$ cat config.mk
export PLATFORM = sky130hd
export DESIGN_NAME = ssmid_cell
export DESIGN_NICKNAME = d
export VERILOG_FILES = /design/src/hw/rtl/ssmid_pkg.sv /design/src/hw/rtl/ssmid_cell.sv
export SDC_FILE = /design/constraint.sdc
export NUM_CORES = 1
export LEC_CHECK = 0
export BUFFER_PORTS_ARGS = -buffer_cell sky130_fd_sc_hd__buf_2
export CORE_MARGIN = 8
export CORE_UTILIZATION = 35
export CTS_CLUSTER_SIZE = 28
export DETAILED_ROUTE_END_ITERATION = 10
export PLACE_DENSITY = 0.71
export SLEW_MARGIN = 20
export SYNTH_ARGS = -nofsm -noshare
export SYNTH_HDL_FRONTEND = slang
export SYNTH_SLANG_ARGS = --single-unit
$ cat constraint.sdc
create_clock -name clk -period 6.5 [get_ports clk]
set_input_delay 0.975 -clock clk [delete_from_list [all_inputs] [get_ports clk]]
set_output_delay 0.975 -clock clk [all_outputs]
set_load 0.1 [all_outputs]
$ cat src/hw/rtl/ssmid_pkg.sv
package ssmid_pkg;

    localparam int KEY_W        = 16;
    localparam int OP_W         = 2;
    localparam int OCC_W        = 9;
    localparam int CAPACITY_DEF = 256;
    localparam int FOLD_W       = 16;

    localparam logic [OP_W-1:0] OP_MEMBER = 2'd0;
    localparam logic [OP_W-1:0] OP_INSERT = 2'd1;
    localparam logic [OP_W-1:0] OP_DELETE = 2'd2;

    typedef struct packed {
        logic ins;
        logic del;
    } cell_ctrl_t;

    // number of or-fold passes needed to bring n flags down to one
    function automatic int num_folds(input int n);
        int w;
        int f;
        w = n;
        f = 0;
        while (w > 1)
        begin
            w = (w + FOLD_W - 1) / FOLD_W;
            f = f + 1;
        end
        if (f < 1)
        begin
            f = 1;
        end
        return f;
    endfunction

endpackage

$ cat src/hw/rtl/ssmid_cell.sv
module ssmid_cell
    import ssmid_pkg::*;
#(
    parameter int CW  = 9,
    parameter int IDX = 0
)
(
    input  logic             clk,
    input  logic [KEY_W-1:0] key,
    input  logic [CW-1:0]    count,
    input  cell_ctrl_t       ctrl,
    input  logic             prev_less,
    input  logic [KEY_W-1:0] prev_key,
    input  logic [KEY_W-1:0] next_key,
    output logic             less,
    output logic             match,
    output logic [KEY_W-1:0] key_q
);

    logic [KEY_W-1:0] key_reg;
    logic [KEY_W-1:0] key_next;
    logic             in_use;

    assign in_use = CW'(IDX) < count;
    assign less   = in_use && (key_reg < key);
    assign match  = in_use && (key_reg == key);
    assign key_q  = key_reg;

    always_comb
    begin
        key_next = key_reg;
        if (ctrl.ins && !less)
        begin
            key_next = prev_less ? key : prev_key;
        end
        else if (ctrl.del && !less)
        begin
            key_next = next_key;
        end
    end

    always_ff @(posedge clk)
    begin
        key_reg <= key_next;
    end

endmodule

==> out/results.tsv <==
stage	metric	value	unit
run_status	status	complete, no violations	
floorplan	row_count	22	
global_route	grt_max_degree	17	
logic_synthesis	yosys.cell_types.count	25	
hold_path	min_from	next_key[9]	
sta	fin_worst_skew	0.00349	ns
layout	synthToLayoutAreaGrowth	36.1	%
setup_path	crit_slowest_cell	a2111oi_2	
setup_path	arrival	2.87	ns
setup_path	cp-end-kind	output port	
logic_synthesis	syn_nets	192	
setup_path	crit_top_cell	buf_2	
global_route	grt_util_all_layers	0.120	
sta	setup_slack	2.66	ns
clocking	postCtsHoldBufs	0	
clocking	ctsResizeCount	0	
setup_path	crit_path_start_kind	input pin	
layout	diodes	0	
global_route	gr-total-overflow	0	
power	p_per_area	237	nW/um2
hold_path	hold_class	input pin to flop	
route	viasPerCell	4.82	
clocking	cts_buffers	3	
route	drt_first_pass_iters	4	
clocking	clock_latency	0.25	ns
layout	fillers	364	
floorplan	start_util	0.366	
floorplan	chipHeight	77.9	um
logic_synthesis	synth-seq-cells	16	
setup_path	critical-path-top-delay-family	compound AO/OA/AOI/OAI gates	
route	drt_wl_total	3.56	mm
logic_synthesis	synth_top_cell_area_share	0.358	
hold_path	hold_end	key_q[9]	
power	cellLeakagePower	0.877	nW
setup_path	r2r-start	key_q[11]	
layout	drive_above_1_share	0.559	
global_route	grt_pass1_vias	1358	
clocking	clk_path_buf_depth	2	
setup_path	worstPathCellList	buf_2 > inv_1 > ha_1 > a211oi_1 > nor2_1 > a2111oi_2 > and3_1 > buf_2	
sta	tightest_slew	0.646	ns
hold_path	hold_depth	2	
floorplan	io_pins	79	
logic_synthesis	syn_inst	115	
floorplan	fp.dieW	77.9	um
setup_path	rr_worst_depth	7	
placement	hpwlAfterDp	3.06	mm
logic_synthesis	yosysWarnings	0	
logic_synthesis	synth_area_leaders	edfxtp_1, mux2_2, ha_1	
layout	fin_nets	273	
global_route	antenna_found_initial	0	
placement	gp_congestion	0.733	
clocking	cts.sink_count	16	
setup_path	path_max_fanout	2	
route	wl_per_cell	14.6	um
setup_path	worstPathRequired	5.52	ns
sta	setup_viol	0	
logic_synthesis	netlist.top_cell.by_area	edfxtp_1	
route	vias	1171	
layout	largest_reg_flops	16	
clocking	htreeDepth	1	
sta	slew_viol_final	0	
clocking	root_buffer	clkbuf_8	
placement	io_buffers	78	
placement	dpl_worst_slack	2.67	ns
route	drc_errors	0	
floorplan	coreArea	3660	um2
setup_path	crit_buf_inv	3	
clocking	cts_tree	built	
setup_path	max_stage_delay	0.49	ns
sta	slew_headroom	0.568	
global_route	grt_pass1_wl	6.00	mm
logic_synthesis	syn-cell-area	1340	um2
sta	fmax	0.260	GHz
sta	period_share	0.591	
power	peakVddDrop	144	uV
sta	fin_setup_tns	0	ns
route	drt-initial-drc-count	25	
setup_path	worstSetupPathType	input pin to output port	
sta	rsz0062_at_grt	no	
sta	hold_viol	0	
logic_synthesis	ys_seq_area_frac	0.358	
logic_synthesis	syn_area_per_cell	11.7	um2
sta	min_period	3.84	ns
clocking	post-cts-setup-buffers	0	
clocking	clk_pin_slew_worst_paths	0.07	ns
setup_path	reg2reg_slack	3.62	ns
floorplan	die_area	6070	um2
layout	final_cell_mix	buf_2, mux2_2, inv_1	
layout	final_common_cell	buf_2	
route	ant_nets	0	
flow_run	cap_viol_max_count	0	
setup_path	r2r-end	key_q[5]	
## power breakdown
group          internal [mW]  leakage (nW)  total, mW  switching [mW]
clock network         0.0419        0.0231     0.0768          0.0349
logic                 0.0590         0.703      0.216           0.157
registers              0.134         0.151      0.140         0.00626
## worst reg2reg max path, cell delays in order (launching register included)
cell	delay (ns)
edfxtp_1	0.39
ha_1	0.33
nand4_1	0.17
nor4_1	0.40
a21bo_2	0.30
and3_1	0.18
nor2_1	0.51
buf_4	0.30
## worst max path at each step
stage / from / to / slack, ns / cells past startpoint
final: key[13] / less / 2.66 / 8
after global routing: key[13] / less / 2.54 / 8
after CTS: key[13] / less / 2.67 / 8
after detailed placement: key[13] / less / 2.67 / 8
after global placement: key[5] / less / 2.69 / 8
after floorplan: key[15] / match / 1.60 / 5
## through the flow
stage,hold slack (ns),power [mW],area (um2),util,instances
detailed placement,1.26,0.361,1780,0.486,239
finish,1.01,0.433,1830,0.499,243
global placement,1.26,0.358,1780,0.486,239
global route,1.00,0.456,1830,0.499,243
floorplan,1.18,0.312,1340,-,115
CTS,1.00,0.438,1830,0.499,243
## cell usage after synthesis
master	n
a211oi_1	1
inv_1	17
nand4_1	3
nor4_4	1
a2111oi_2	1
or3_1	1
or4_4	1
nand2b_1	1
mux2_1	10
mux2_2	22
a21bo_2	1
nor4_1	1
ha_1	16
o21ai_0	3
clkbuf_1	2
nand2_1	3
a31oi_4	1
nor3b_1	1
o211ai_1	1
buf_6	1
and3_1	1
edfxtp_1	16
nor2b_1	1
a21oi_1	5
nor2_1	4
## kinds of logic (layout without fill, tap and decap cells)
group	Yosys count	count (layout)	synth area share
DFF	16	16	0.358
adders and majority gates	16	16	0.149
AOI/OAI and AO/OA	13	13	0.0756
muxes	32	32	0.269
buffers and inverters	20	100	0.0616
and+or+nand+nor	18	18	0.0868
## per-layer routing
metal  wire, um  share of wire  GRT usage  vias up
met5          0              0          0        -
met4         34         0.0096     0.0241        0
met3        384           0.11     0.0611        4
met2       1760           0.49      0.209       47
met1       1380           0.39      0.126      537
li1           -              -          -      583
## cell type report
cell class	count	area [um2]	area share
Multi-Input combinational cell	79	778	0.426
Sequential cell	16	480	0.263
Timing Repair Buffer	79	398	0.218
Inverter	17	63.8	0.0350
Tap cell	48	60.1	0.0329
Clock buffer	3	41.3	0.0226
Clock inverter	1	3.75	0.00206
(Power assumes the default switching activity.)
