$ cat src/hw/rtl/ssmid_pkg.sv
package ssmid_pkg;

    localparam int KEY_W        = 16;
    localparam int OP_W         = 2;
    localparam int OCC_W        = 9;
    localparam int CAPACITY_DEF = 256;
    localparam int FOLD_W       = 16;

    localparam logic [OP_W-1:0] OP_MEMBER = 2'd0;
    localparam logic [OP_W-1:0] OP_INSERT = 2'd1;
    localparam logic [OP_W-1:0] OP_DELETE = 2'd2;

    typedef struct packed {
        logic ins;
        logic del;
    } cell_ctrl_t;

    // number of or-fold passes needed to bring n flags down to one
    function automatic int num_folds(input int n);
        int w;
        int f;
        w = n;
        f = 0;
        while (w > 1)
        begin
            w = (w + FOLD_W - 1) / FOLD_W;
            f = f + 1;
        end
        if (f < 1)
        begin
            f = 1;
        end
        return f;
    endfunction

endpackage

$ cat src/hw/rtl/ssmid_or_fold.sv
module ssmid_or_fold
    import ssmid_pkg::*;
#(
    parameter int N = CAPACITY_DEF
)
(
    input  logic         clk,
    input  logic         load,
    input  logic         step,
    input  logic [N-1:0] vec_in,
    output logic         any
);

    localparam int GROUPS = (N + FOLD_W - 1) / FOLD_W;
    localparam int PW     = GROUPS * FOLD_W;

    logic [PW-1:0] v_reg;
    logic [PW-1:0] v_next;
    logic [PW-1:0] load_vec;
    logic [PW-1:0] fold_vec;

    always_comb
    begin
        load_vec         = '0;
        load_vec[N-1:0]  = vec_in;
        fold_vec         = '0;
        for (int j = 0; j < GROUPS; j++)
        begin
            fold_vec[j] = |v_reg[j*FOLD_W +: FOLD_W];
        end
        v_next = v_reg;
        if (load)
        begin
            v_next = load_vec;
        end
        else if (step)
        begin
            v_next = fold_vec;
        end
    end

    always_ff @(posedge clk)
    begin
        v_reg <= v_next;
    end

    assign any = v_reg[0];

endmodule

$ cat config.mk
export PLATFORM = sky130hd
export DESIGN_NAME = ssmid_or_fold
export DESIGN_NICKNAME = d
export VERILOG_FILES = /design/src/hw/rtl/ssmid_pkg.sv /design/src/hw/rtl/ssmid_or_fold.sv
export SDC_FILE = /design/constraint.sdc
export NUM_CORES = 1
export LEC_CHECK = 0
export BUFFER_PORTS_ARGS = -buffer_cell sky130_fd_sc_hd__buf_4
export CAP_MARGIN = 20
export CORE_UTILIZATION = 48
export DETAILED_ROUTE_END_ITERATION = 8
export PLACE_DENSITY = 0.72
export SYNTH_ARGS = -nofsm -noshare
export SYNTH_HDL_FRONTEND = slang
export SYNTH_SLANG_ARGS = --single-unit
$ cat constraint.sdc
create_clock -name clk -period 4 [get_ports clk]
set_input_delay 0.2 -clock clk [delete_from_list [all_inputs] [get_ports clk]]
set_output_delay 0.2 -clock clk [all_outputs]
set_load 0.05 [all_outputs]
==> key figures, run 1 <==
Synth
  • Number of enable flip-flop cells after synthesis: 256
  • Most numerous cell types in the synthesized netlist: edfxtp_1, and2_1, nor4_1
  • Area of the mapped netlist: 10,070 sq um
  • Biggest area consumer among synthesized cells: edfxtp_1
  • Async S/R FF share, synth: 0%
  • Dominant synthesized flop cell: edfxtp_1
  • Per-instance average area after synthesis: 15.76 sq um
  • Share of the yosys chip area belonging to registers: 76.31%
  • #FFs+latches synth: 256
  • Count of distinct cell types in the synthesized netlist: 12
  • Share of the synthesized area in the top cell type: 76.31%
  • Synth area leaders: edfxtp_1, and2_1, nor4_1
  • Synthesis warning total: 0
  • Synthesized Nets: 898
  • Cells after synthesis: 639
  • Most numerous cell in the Yosys netlist: edfxtp_1

Clock network
  • Hold-fix buffers at CTS: 240
  • Resize count post-CTS: 0
  • TritonCTS Buffers: 27
  • Number of sinks driven by the clock tree: 256
  • Maximum clock path buffer count: 3
  • Clock root buffer: clkbuf_16
  • H-tree Lvls: 1
  • Post-CTS Setup Repair Bufs: 0

Placement
  • Port buffer count: 259
  • Post-detailed-placement half-perimeter wirelength: 13,630 microns
  • Global placement routability congestion: 0.7679

Die
  • Initial core utilization: 49.31%
  • Number of cell rows: 52
  • Die Width: 146.9 microns
  • Count of pins on the block boundary: 260
  • Y dimension of the die: 146.9 microns

Outcome
  • Failing step: 4_1_cts
  • Stop Error: [ERROR RSZ-0060] Max buffer count reached.
  • Outcome: did not finish
==> cell families after synthesis <==
| family | after synthesis | synth area share [%] |
|---|---|---|
| AND/OR/NAND/NOR | 337 | 20.53 |
| flip-flops | 256 | 76.31 |
| buffers and inverters | 30 | 1.366 |
| AO/OA/AOI/OAI | 16 | 1.789 |
==> metrics by stage <==
stage	hold WS [ns]	setup WS, ns	instances	area, sq um
detailed placement	0.4875	1.588	1144	12320
global placement	0.4839	1.672	1144	12320
floorplan	0.4038	1.174	639	10080
==> run 2, diff against run 1 <==
--- a/config.mk
+++ b/config.mk
@@ -7,9 +7,9 @@
 export LEC_CHECK = 0
 export BUFFER_PORTS_ARGS = -buffer_cell sky130_fd_sc_hd__buf_4
 export CAP_MARGIN = 20
-export CORE_UTILIZATION = 48
+export CORE_UTILIZATION = 40
 export DETAILED_ROUTE_END_ITERATION = 8
-export PLACE_DENSITY = 0.72
+export PLACE_DENSITY_LB_ADDON = 0.15
 export SYNTH_ARGS = -nofsm -noshare
 export SYNTH_HDL_FRONTEND = slang
 export SYNTH_SLANG_ARGS = --single-unit
==> constraint.sdc (replaced) <==
create_clock -name clk -period 5.2 [get_ports clk]
set_input_delay 0.26 -clock clk [delete_from_list [all_inputs] [get_ports clk]]
set_output_delay 0.26 -clock clk [all_outputs]
set_load 0.05 [all_outputs]
==> run 2 against run 1 <==
  * The flow now finishes without violations
  * Synthesized area unchanged
  * Synthesized cell count unchanged
==> key figures, run 2 <==
Critical path
  • Data arrival time at the worst-slack endpoint: 2.27 ns
  • Worst path top cell family by delay: buffers and inverters
  • Worst Setup End Kind: flip-flop
  • Max stage delay cell, worst path: or2_4
  • Startpoint type of the worst setup path: input pin
  • Largest stage delay on the critical path: 0.81 ns
  • Critical-path cell list: buf_6, or2_4, buf_4
  • Buf+Inv Stages, Crit Path: 2
  • Req. time, crit path: 5.34 ns
  • Maximum net fanout on the critical path: 84
  • Critical Setup Path Class: in -> reg

Worst hold path
  • Class of the most critical hold timing path: in -> reg

Detailed routing
  • Detail Route Antenna Nets: 0
  • DR iter-0 viols: 414
  • Vias after detailed routing: 5,754
  • Average wire per cell in the routed design: 15.78 microns
  • Initial DRT Pass Iterations: 5
  • Routed wire length: 19,600 microns
  • DRC violations left: 0
  • Vias per std cell: 4.633

Synth
  • Per-instance average area after synthesis: 15.76 sq um (unchanged)
  • Share of the yosys chip area belonging to registers: 76.31% (unchanged)
  • Count of distinct cell types in the synthesized netlist: 12 (unchanged)
  • Share of the synthesized area in the top cell type: 76.31% (unchanged)
  • Async S/R FF share, synth: 0% (unchanged)
  • Most numerous cell in the Yosys netlist: edfxtp_1
  • Synthesized Nets: 898 (unchanged)
  • Cells after synthesis: 639 (unchanged)
  • Dominant synthesized flop cell: edfxtp_1
  • Area of the mapped netlist: 10,070 sq um (unchanged)
  • Biggest area consumer among synthesized cells: edfxtp_1
  • Synthesis warning total: 0 (unchanged)
  • Most numerous cell types in the synthesized netlist: edfxtp_1, and2_1, nor4_1
  • Number of enable flip-flop cells after synthesis: 256 (unchanged)
  • Synth area leaders: edfxtp_1, and2_1, nor4_1
  • #FFs+latches synth: 256 (unchanged)

Cells and area
  • Layout Cell Area excl Fill: 13,130 sq um
  • Max FFs per register: 256
  • Area of all sequential standard cells: 7687 sq um
  • Leading cell type in the layout, fill and taps excluded: buf_4
  • N_diodes: 0
  • Synth-to-layout area growth: 30.29%
  • Net count of the finished layout: 1,159
  • Share of layout cells above drive strength 1: 32.24%
  • Most frequent cells in the layout: buf_4, edfxtp_1, and2_1
  • Filler Cell Count: 2,143
  • Combined area of the multi-input logic cells: 2251 sq um

Clock network
  • Post-CTS clock slew at the launch and capture registers of the worst setup and hold paths: 0.06 ns
  • Post-CTS Setup Repair Bufs: 0 (unchanged)
  • Number of sinks driven by the clock tree: 256 (unchanged)
  • Maximum clock path buffer count: 3 (unchanged)
  • Resize count post-CTS: 0 (unchanged)
  • H-tree Lvls: 1 (unchanged)
  • Hold-fix buffers at CTS: 0 (-100%)
  • Clock tree from TritonCTS: yes
  • Clock root buffer: clkbuf_16
  • TritonCTS Buffers: 27 (unchanged)
  • Clock latency reported for the late side of the worst-skew pair: 0.51 ns

Placement
  • Placement Cell Area: 12,340 sq um (+0.16%)
  • Post-detailed-placement half-perimeter wirelength: 13,170 microns (-3.4%)
  • Global placement routability congestion: 0.7483 (-2.6%)
  • Port buffer count: 259 (unchanged)

Job
  • Max Cap Viol: 0

Pwr
  • Power density over the cells: 348.0 nW/um^2
  • Switching power as a share of total power: 19.73%
  • Leakage Power: 5.114 nW
  • Highest ir drop seen on vdd: 0.2098 mV
  • Power spent charging and discharging nets: 0.0009009 W
  • Part of the total power dissipated in sequential elements: 55.5%
  • Clock network fraction of design power: 37.4%
  • Cell internal pwr: 0.003666 W
  • Overall Power: 0.004567 W
  • Share of total power in combinational logic: 7.1%

Timing
  • Final number of hold-violating endpoints: 0
  • Final critical-path share of the clock period: 40.98%
  • Final worst hold slack: 0.02673 ns
  • Minimum clock period: 2.131 ns
  • Worst slew margin relative to its limit: 37.32%
  • Setup TNS: 0 ns
  • Transition time of the tightest slew-check pin: 0.9402 ns
  • Number of pins exceeding their max-slew limit in the final report: 0
  • Final worst clock skew: 0.008411 ns
  • Maximum clock frequency: 0.4693 GHz
  • Setup Viol. Count Final: 0
  • Unrepaired setup endpoints after global routing: false

GRT
  • Met1 Use GR: 19.26%
  • Antenna violations before repair: 0
  • Global router's overall resource usage: 15.19%
  • Met3 demand-to-capacity share in global routing: 3.667%
  • Vias in the first global route: 6,097
  • Maximum number of pins on one net before global-route repair: 191
  • Total gr overflow: 0
  • Met2 GRT Util: 25.62%
  • Most used routing layer: met2
  • Global-route wire length before repair: 30,470 microns

Die
  • Initial core utilization: 41.06% (-8.2 points)
  • Y dimension of the die: 160.7 microns (+9.4%)
  • Die Outline Area: 25,820 sq um
  • Die Width: 160.7 microns (+9.4%)
  • Area of the core: 24,530 sq um
  • Number of cell rows: 57 (+9.6%)
  • Count of pins on the block boundary: 260 (unchanged)

Outcome
  • Outcome: completed
[run 2: cell counts after synthesis]
Identical to the previous run, type by type.
[run 2: path summary, 6_finish.rpt]
check                           startpoint          to  slack [ns]  depth (start not counted)
worst min-delay path            vec_in[59]   v_reg[59]        0.03                          2
worst min register to register   v_reg[28]    v_reg[1]        0.55                          1
worst max register to register  v_reg[225]   v_reg[14]        3.59                          3
worst max-delay path                  load  v_reg[215]        3.07                          3
[run 2: cells by family after synthesis]
group / after synthesis / synth area share, %
simple gates: 337 / 20.53
flops: 256 / 76.31
compound gates: 16 / 1.789
buf+inv: 30 / 1.366
[run 2: cell type report]
class | count | area share (%)
multi-input cells | 353 | 17.15
flip-flops and latches | 256 | 58.57
clock inverters | 15 | 0.6959
clock buffers | 32 | 5.291
well taps | 324 | 3.089
repair buffers | 262 | 15.20
[run 2: worst reg2reg max path, cell delays in order (launching register included)]
cell and delay, ns:
edfxtp_1 0.35, nor4_1 0.45, nand4_1 0.20, o41a_1 0.35
[run 2: per-layer routing]
metal	vias up	share of wire, %
met5	-	0
met4	0	2.5
met3	32	7.5
met2	189	48
met1	2664	42
li1	2869	-
[run 2: stage by stage]
stage	cells	setup slack [ns]	utilization, %
global route	1242	2.945	53.50
global placement	1195	2.547	50.30
floorplan	639	1.018	-
CTS	1242	3.095	53.50
detailed placement	1195	2.542	50.30
finish	1242	3.069	53.50
[run 2: power groups by stage]
stage          Sequential (W)  Combinational [W]  Clock, W
4_1_cts               0.00254           0.000335   0.00176
6_report              0.00253           0.000326   0.00171
5_1_grt               0.00255           0.000361   0.00184
3_3_place_gp          0.00257           0.000331         0
2_1_floorplan         0.00257           0.000142         0
3_5_place_dp          0.00258           0.000333         0
(Power assumes the default switching activity.)
==> run 3, diff against run 2 <==
--- a/config.mk
+++ b/config.mk
@@ -5,6 +5,7 @@
 export SDC_FILE = /design/constraint.sdc
 export NUM_CORES = 1
 export LEC_CHECK = 0
+export ABC_AREA = 1
 export BUFFER_PORTS_ARGS = -buffer_cell sky130_fd_sc_hd__buf_4
 export CAP_MARGIN = 20
 export CORE_UTILIZATION = 40
==> constraint.sdc (replaced) <==
create_clock -name clk -period 1.8 [get_ports clk]
set_input_delay 0.09 -clock clk [delete_from_list [all_inputs] [get_ports clk]]
set_output_delay 0.09 -clock clk [all_outputs]
set_load 0.05 [all_outputs]
==> run 3 against run 2 <==
  * Count of clock-buffer cells in the layout up 6
  * Synthesized area up 8.1%
  * Total power rose to 3.0 times the previous value
  * Largest power group unchanged
  * Synthesized cell count up 65%
  * Combinational power rose to 5.0 times the previous value
==> key figures, run 3 <==
Cells and area
  • Filler Cell Count: 2,143 (unchanged)
  • Most frequent cells in the layout: nand2_1, buf_4, dlygate4sd3_1, edfxtp_1, inv_1
  • Utilization of the core after routing: 61.10% (+7.6 points)
  • Max FFs per register: 256 (unchanged)
  • Layout Cell Area excl Fill: 16,370 sq um (+25%)
  • Synth-to-layout area growth: 50.41%
  • Share of layout cells above drive strength 1: 18.63% (-14 points)
  • Net count of the finished layout: 1,835 (+58%)
  • Leading cell type in the layout, fill and taps excluded: nand2_1

Detailed routing
  • Routed wire length: 24,400 microns (+24%)
  • Detail Route Antenna Nets: 0 (unchanged)
  • DR iter-0 viols: 410 (-0.97%)
  • Vias per std cell: 4.191 (-9.5%)
  • Initial DRT Pass Iterations: 4 (-1)
  • Average wire per cell in the routed design: 12.60 microns (-20%)
  • DRC violations left: 0 (unchanged)
  • Vias after detailed routing: 8,113 (+41%)

GRT
  • Vias in the first global route: 8,364 (+37%)
  • Maximum number of pins on one net before global-route repair: 164 (-14%)
  • Global router's overall resource usage: 17.50% (+2.3 points)
  • Total gr overflow: 0 (unchanged)
  • Global-route wire length before repair: 38,910 microns (+28%)
  • Antenna violations before repair: 1 (+1)

Critical path
  • Worst setup path start: v_reg[0]
  • Req. time, crit path: 1.71 ns (-3.63 ns)
  • Reg2reg start: v_reg[145]
  • Worst path top cell family by delay: flip-flops
  • Maximum net fanout on the critical path: 2 (-98%)
  • Max stage delay cell, worst path: edfxtp_1
  • Buf+Inv Stages, Crit Path: 1 (-1)
  • Worst Setup End Kind: output pin
  • R2R Setup Slk: 0.62 ns (-2.97 ns)
  • Critical Setup Path Class: reg -> out
  • Startpoint type of the worst setup path: flip-flop
  • Critical-path cell list: buf_4
  • Data arrival time at the worst-slack endpoint: 1.12 ns (-1.15 ns)
  • Largest stage delay on the critical path: 0.40 ns (-0.41 ns)

Timing
  • Transition time of the tightest slew-check pin: 0.9147 ns (-0.02551 ns)
  • Minimum clock period: 1.214 ns
  • Worst slew margin relative to its limit: 39.02% (+1.7 points)
  • Unrepaired setup endpoints after global routing: false
  • Setup Viol. Count Final: 0 (unchanged)
  • Final critical-path share of the clock period: 67.46%
  • Final worst clock skew: 0.007878 ns (-0.0005331 ns)
  • Maximum clock frequency: 0.8236 GHz
  • Number of pins exceeding their max-slew limit in the final report: 0 (unchanged)
  • Fin worst setup slack: 0.5858 ns (-2.483 ns)
  • Final number of hold-violating endpoints: 0 (unchanged)

Synth
  • Share of the yosys chip area belonging to registers: 70.61% (-5.7 points)
  • Synth area leaders: edfxtp_1, nand2_1, inv_1
  • Most numerous cell types in the synthesized netlist: nand2_1, edfxtp_1, inv_1
  • #FFs+latches synth: 256 (unchanged)
  • Area of the mapped netlist: 10,890 sq um (+8.1%)
  • Number of enable flip-flop cells after synthesis: 256 (unchanged)
  • Share of the synthesized area in the top cell type: 70.61% (-5.7 points)
  • Async S/R FF share, synth: 0% (unchanged)
  • Synthesized Nets: 1,315 (+46%)
  • Dominant synthesized flop cell: edfxtp_1
  • Biggest area consumer among synthesized cells: edfxtp_1
  • Cells after synthesis: 1,056 (+65%)
  • Count of distinct cell types in the synthesized netlist: 9 (-3)
  • Synthesis warning total: 0 (unchanged)
  • Per-instance average area after synthesis: 10.31 sq um (-35%)
  • Most numerous cell in the Yosys netlist: nand2_1

Placement
  • Port buffer count: 259 (unchanged)
  • Global placement routability congestion: 0.7314 (-2.3%)
  • Post-detailed-placement half-perimeter wirelength: 14,670 microns (+11%)
  • Placement Cell Area: 13,060 sq um (+5.8%)
  • Setup slack after placement: 0.2928 ns (-2.249 ns)

Die
  • Die Outline Area: 27,880 sq um (+8.0%)
  • Initial core utilization: 40.62% (-0.44 points)
  • Die Width: 167.0 microns (+3.9%)
  • Y dimension of the die: 167.0 microns (+3.9%)
  • Number of cell rows: 60 (+5.3%)
  • Count of pins on the block boundary: 260 (unchanged)
  • Area of the core: 26,800 sq um (+9.2%)

Clock network
  • Clock latency reported for the late side of the worst-skew pair: 0.52 ns (about the same)
  • Clock tree from TritonCTS: yes
  • Resize count post-CTS: 0 (unchanged)
  • Number of sinks driven by the clock tree: 256 (unchanged)
  • Clock root buffer: clkbuf_16
  • Maximum clock path buffer count: 3 (unchanged)
  • Post-CTS clock slew at the launch and capture registers of the worst setup and hold paths: 0.06 ns (about the same)
  • TritonCTS Buffers: 27 (unchanged)
  • H-tree Lvls: 1 (unchanged)

Worst hold path
  • Class of the most critical hold timing path: in -> reg
  • Startpoint of the most critical hold path: step

Pwr
  • Leakage Power: 8.350 nW (+63%)
  • Overall Power: 0.01376 W (+200%)
  • Highest ir drop seen on vdd: 0.4831 mV (+130%)
  • Power density over the cells: 840.6 nW/um^2 (+140%)

Outcome
  • Outcome: completed

Job
  • Max Cap Viol: 0 (unchanged)
[run 3: changes by cell type in the layout (fill, tap and decap cells not counted), sizes merged, moves of 48 or more]
cell / change
dlygate4sd3: +256
nor4: -48
inv: +241
nand2: +368
nor2: +144
and2: -240
[run 3: kinds of logic after synthesis]
logic type             after synthesis  share of synthesized area (%)
flip-flops                         256                          70.61
AND/OR/NAND/NOR                    529                          18.26
buffers and inverters              271                          11.13
[run 3: cell type report]
type	instances	area [sq um]	area share, %
repair buffers	521	4608	28.14
clock buffers	38	716.9	4.378
flip-flops and latches	256	7687	46.95
multi-input cells	529	1991	12.16
inverters	241	904.6	5.525
clock inverters	9	37.54	0.2292
well taps	341	426.7	2.606
diodes	1	2.502	0.01528
[run 3: routing by layer]
layer  global-route usage [%]  vias up  wire [microns]  share of wire [%]
li1                         -     4221               -                  -
met1                    21.15     3610           10330                 42
met2                    31.02      221           12100                 50
met3                    3.018       61            1160                4.8
met4                    6.844        0             816                3.3
met5                        0        -               0                  0
[run 3: worst paths after layout]
| path | end | depth (start not counted) |
|---|---|---|
| setup / recovery | any | 1 |
| hold / removal | v_reg[214] | 2 |
| hold reg to reg | v_reg[0] | 6 |
| setup reg to reg | v_reg[9] | 6 |
[run 3: what timing repair did]
action / in CTS / in global routing
endpoints found under the hold margin: 256 / 0
hold buffers: 256 / 0
setup buffers: 0 / 0
setup endpoints to repair: 0 / 0
[run 3: power by group]
part	internal, W	switching, W
clock network	0.00274	0.00210
logic	0.000939	0.000689
registers	0.00716	0.000133
total	0.0108	0.00292
[run 3: metrics by stage]
stage / hold WS [ns] / std cells / TNS, ns
6_report: 0.1340 / 1936 / 0
5_1_grt: 0.1259 / 1936 / 0
4_1_cts: 0.1211 / 1935 / 0
3_5_place_dp: 0.3493 / 1632 / 0
3_3_place_gp: 0.3466 / 1632 / 0
2_1_floorplan: 0.2626 / 1056 / -207.42
==> run 4, diff against run 3 <==
--- a/config.mk
+++ b/config.mk
@@ -5,7 +5,7 @@
 export SDC_FILE = /design/constraint.sdc
 export NUM_CORES = 1
 export LEC_CHECK = 0
-export ABC_AREA = 1
+export ABC_AREA = 0
 export BUFFER_PORTS_ARGS = -buffer_cell sky130_fd_sc_hd__buf_4
 export CAP_MARGIN = 20
 export CORE_UTILIZATION = 40
==> constraint.sdc (replaced) <==
create_clock -name clk -period 1.1 [get_ports clk]
set_input_delay 0.055 -clock clk [delete_from_list [all_inputs] [get_ports clk]]
set_output_delay 0.055 -clock clk [all_outputs]
set_load 0.05 [all_outputs]
==> run 4 against run 3 <==
  * The flow now stops in 4_1_cts
  * Synthesized cell count is 39% lower
  * Synthesized area is 7.5% lower
==> key figures, run 4 <==
Outcome
  • Outcome: did not finish
  • Failing step: 4_1_cts
  • Stop Error: [ERROR RSZ-0060] Max buffer count reached.

Clock network
  • Hold-fix buffers at CTS: 256 (unchanged)
  • Clock root buffer: clkbuf_16
  • TritonCTS Buffers: 26 (-3.7%)
  • H-tree Lvls: 1 (unchanged)
  • Maximum clock path buffer count: 3 (unchanged)
  • Resize count post-CTS: 32 (+32)
  • Number of sinks driven by the clock tree: 256 (unchanged)
  • Post-CTS Setup Repair Bufs: 1 (+1)

Die
  • Number of cell rows: 57 (-5.0%)
  • Y dimension of the die: 160.7 microns (-3.8%)
  • Die Width: 160.7 microns (-3.8%)
  • Initial core utilization: 41.06% (+0.44 points)
  • Count of pins on the block boundary: 260 (unchanged)

Synth
  • Share of the synthesized area in the top cell type: 76.31% (+5.7 points)
  • Share of the yosys chip area belonging to registers: 76.31% (+5.7 points)
  • Area of the mapped netlist: 10,070 sq um (-7.5%)
  • Cells after synthesis: 639 (-39%)
  • Synthesis warning total: 0 (unchanged)
  • Biggest area consumer among synthesized cells: edfxtp_1
  • Dominant synthesized flop cell: edfxtp_1
  • Most numerous cell types in the synthesized netlist: edfxtp_1, and2_1, nor4_1
  • Async S/R FF share, synth: 0% (unchanged)
  • Per-instance average area after synthesis: 15.76 sq um (+53%)
  • Count of distinct cell types in the synthesized netlist: 12 (+3)
  • Synth area leaders: edfxtp_1, and2_1, nor4_1
  • Most numerous cell in the Yosys netlist: edfxtp_1
  • Synthesized Nets: 898 (-32%)
  • Number of enable flip-flop cells after synthesis: 256 (unchanged)
  • #FFs+latches synth: 256 (unchanged)

Placement
  • Number of placed instances with taps included: 1,231 (-25%)
  • Placement Cell Area: 12,770 sq um (-2.2%)
  • Post-detailed-placement half-perimeter wirelength: 15,650 microns (+6.7%)
  • Port buffer count: 259 (unchanged)
  • Global placement routability congestion: 0.7451 (+1.9%)
[run 4: through the flow]
step,hold WS [ns],setup WS [ns]
after floorplan,0.2588,-1.513
after global placement,0.3393,-0.7582
after detailed placement,0.3426,-0.7169
[run 4: logic make-up after synthesis]
group | Yosys count | share of synthesized area (%)
and+or+nand+nor | 337 | 20.53
DFF | 256 | 76.31
buffers and inverters | 30 | 1.366
AOI/OAI and AO/OA | 16 | 1.789
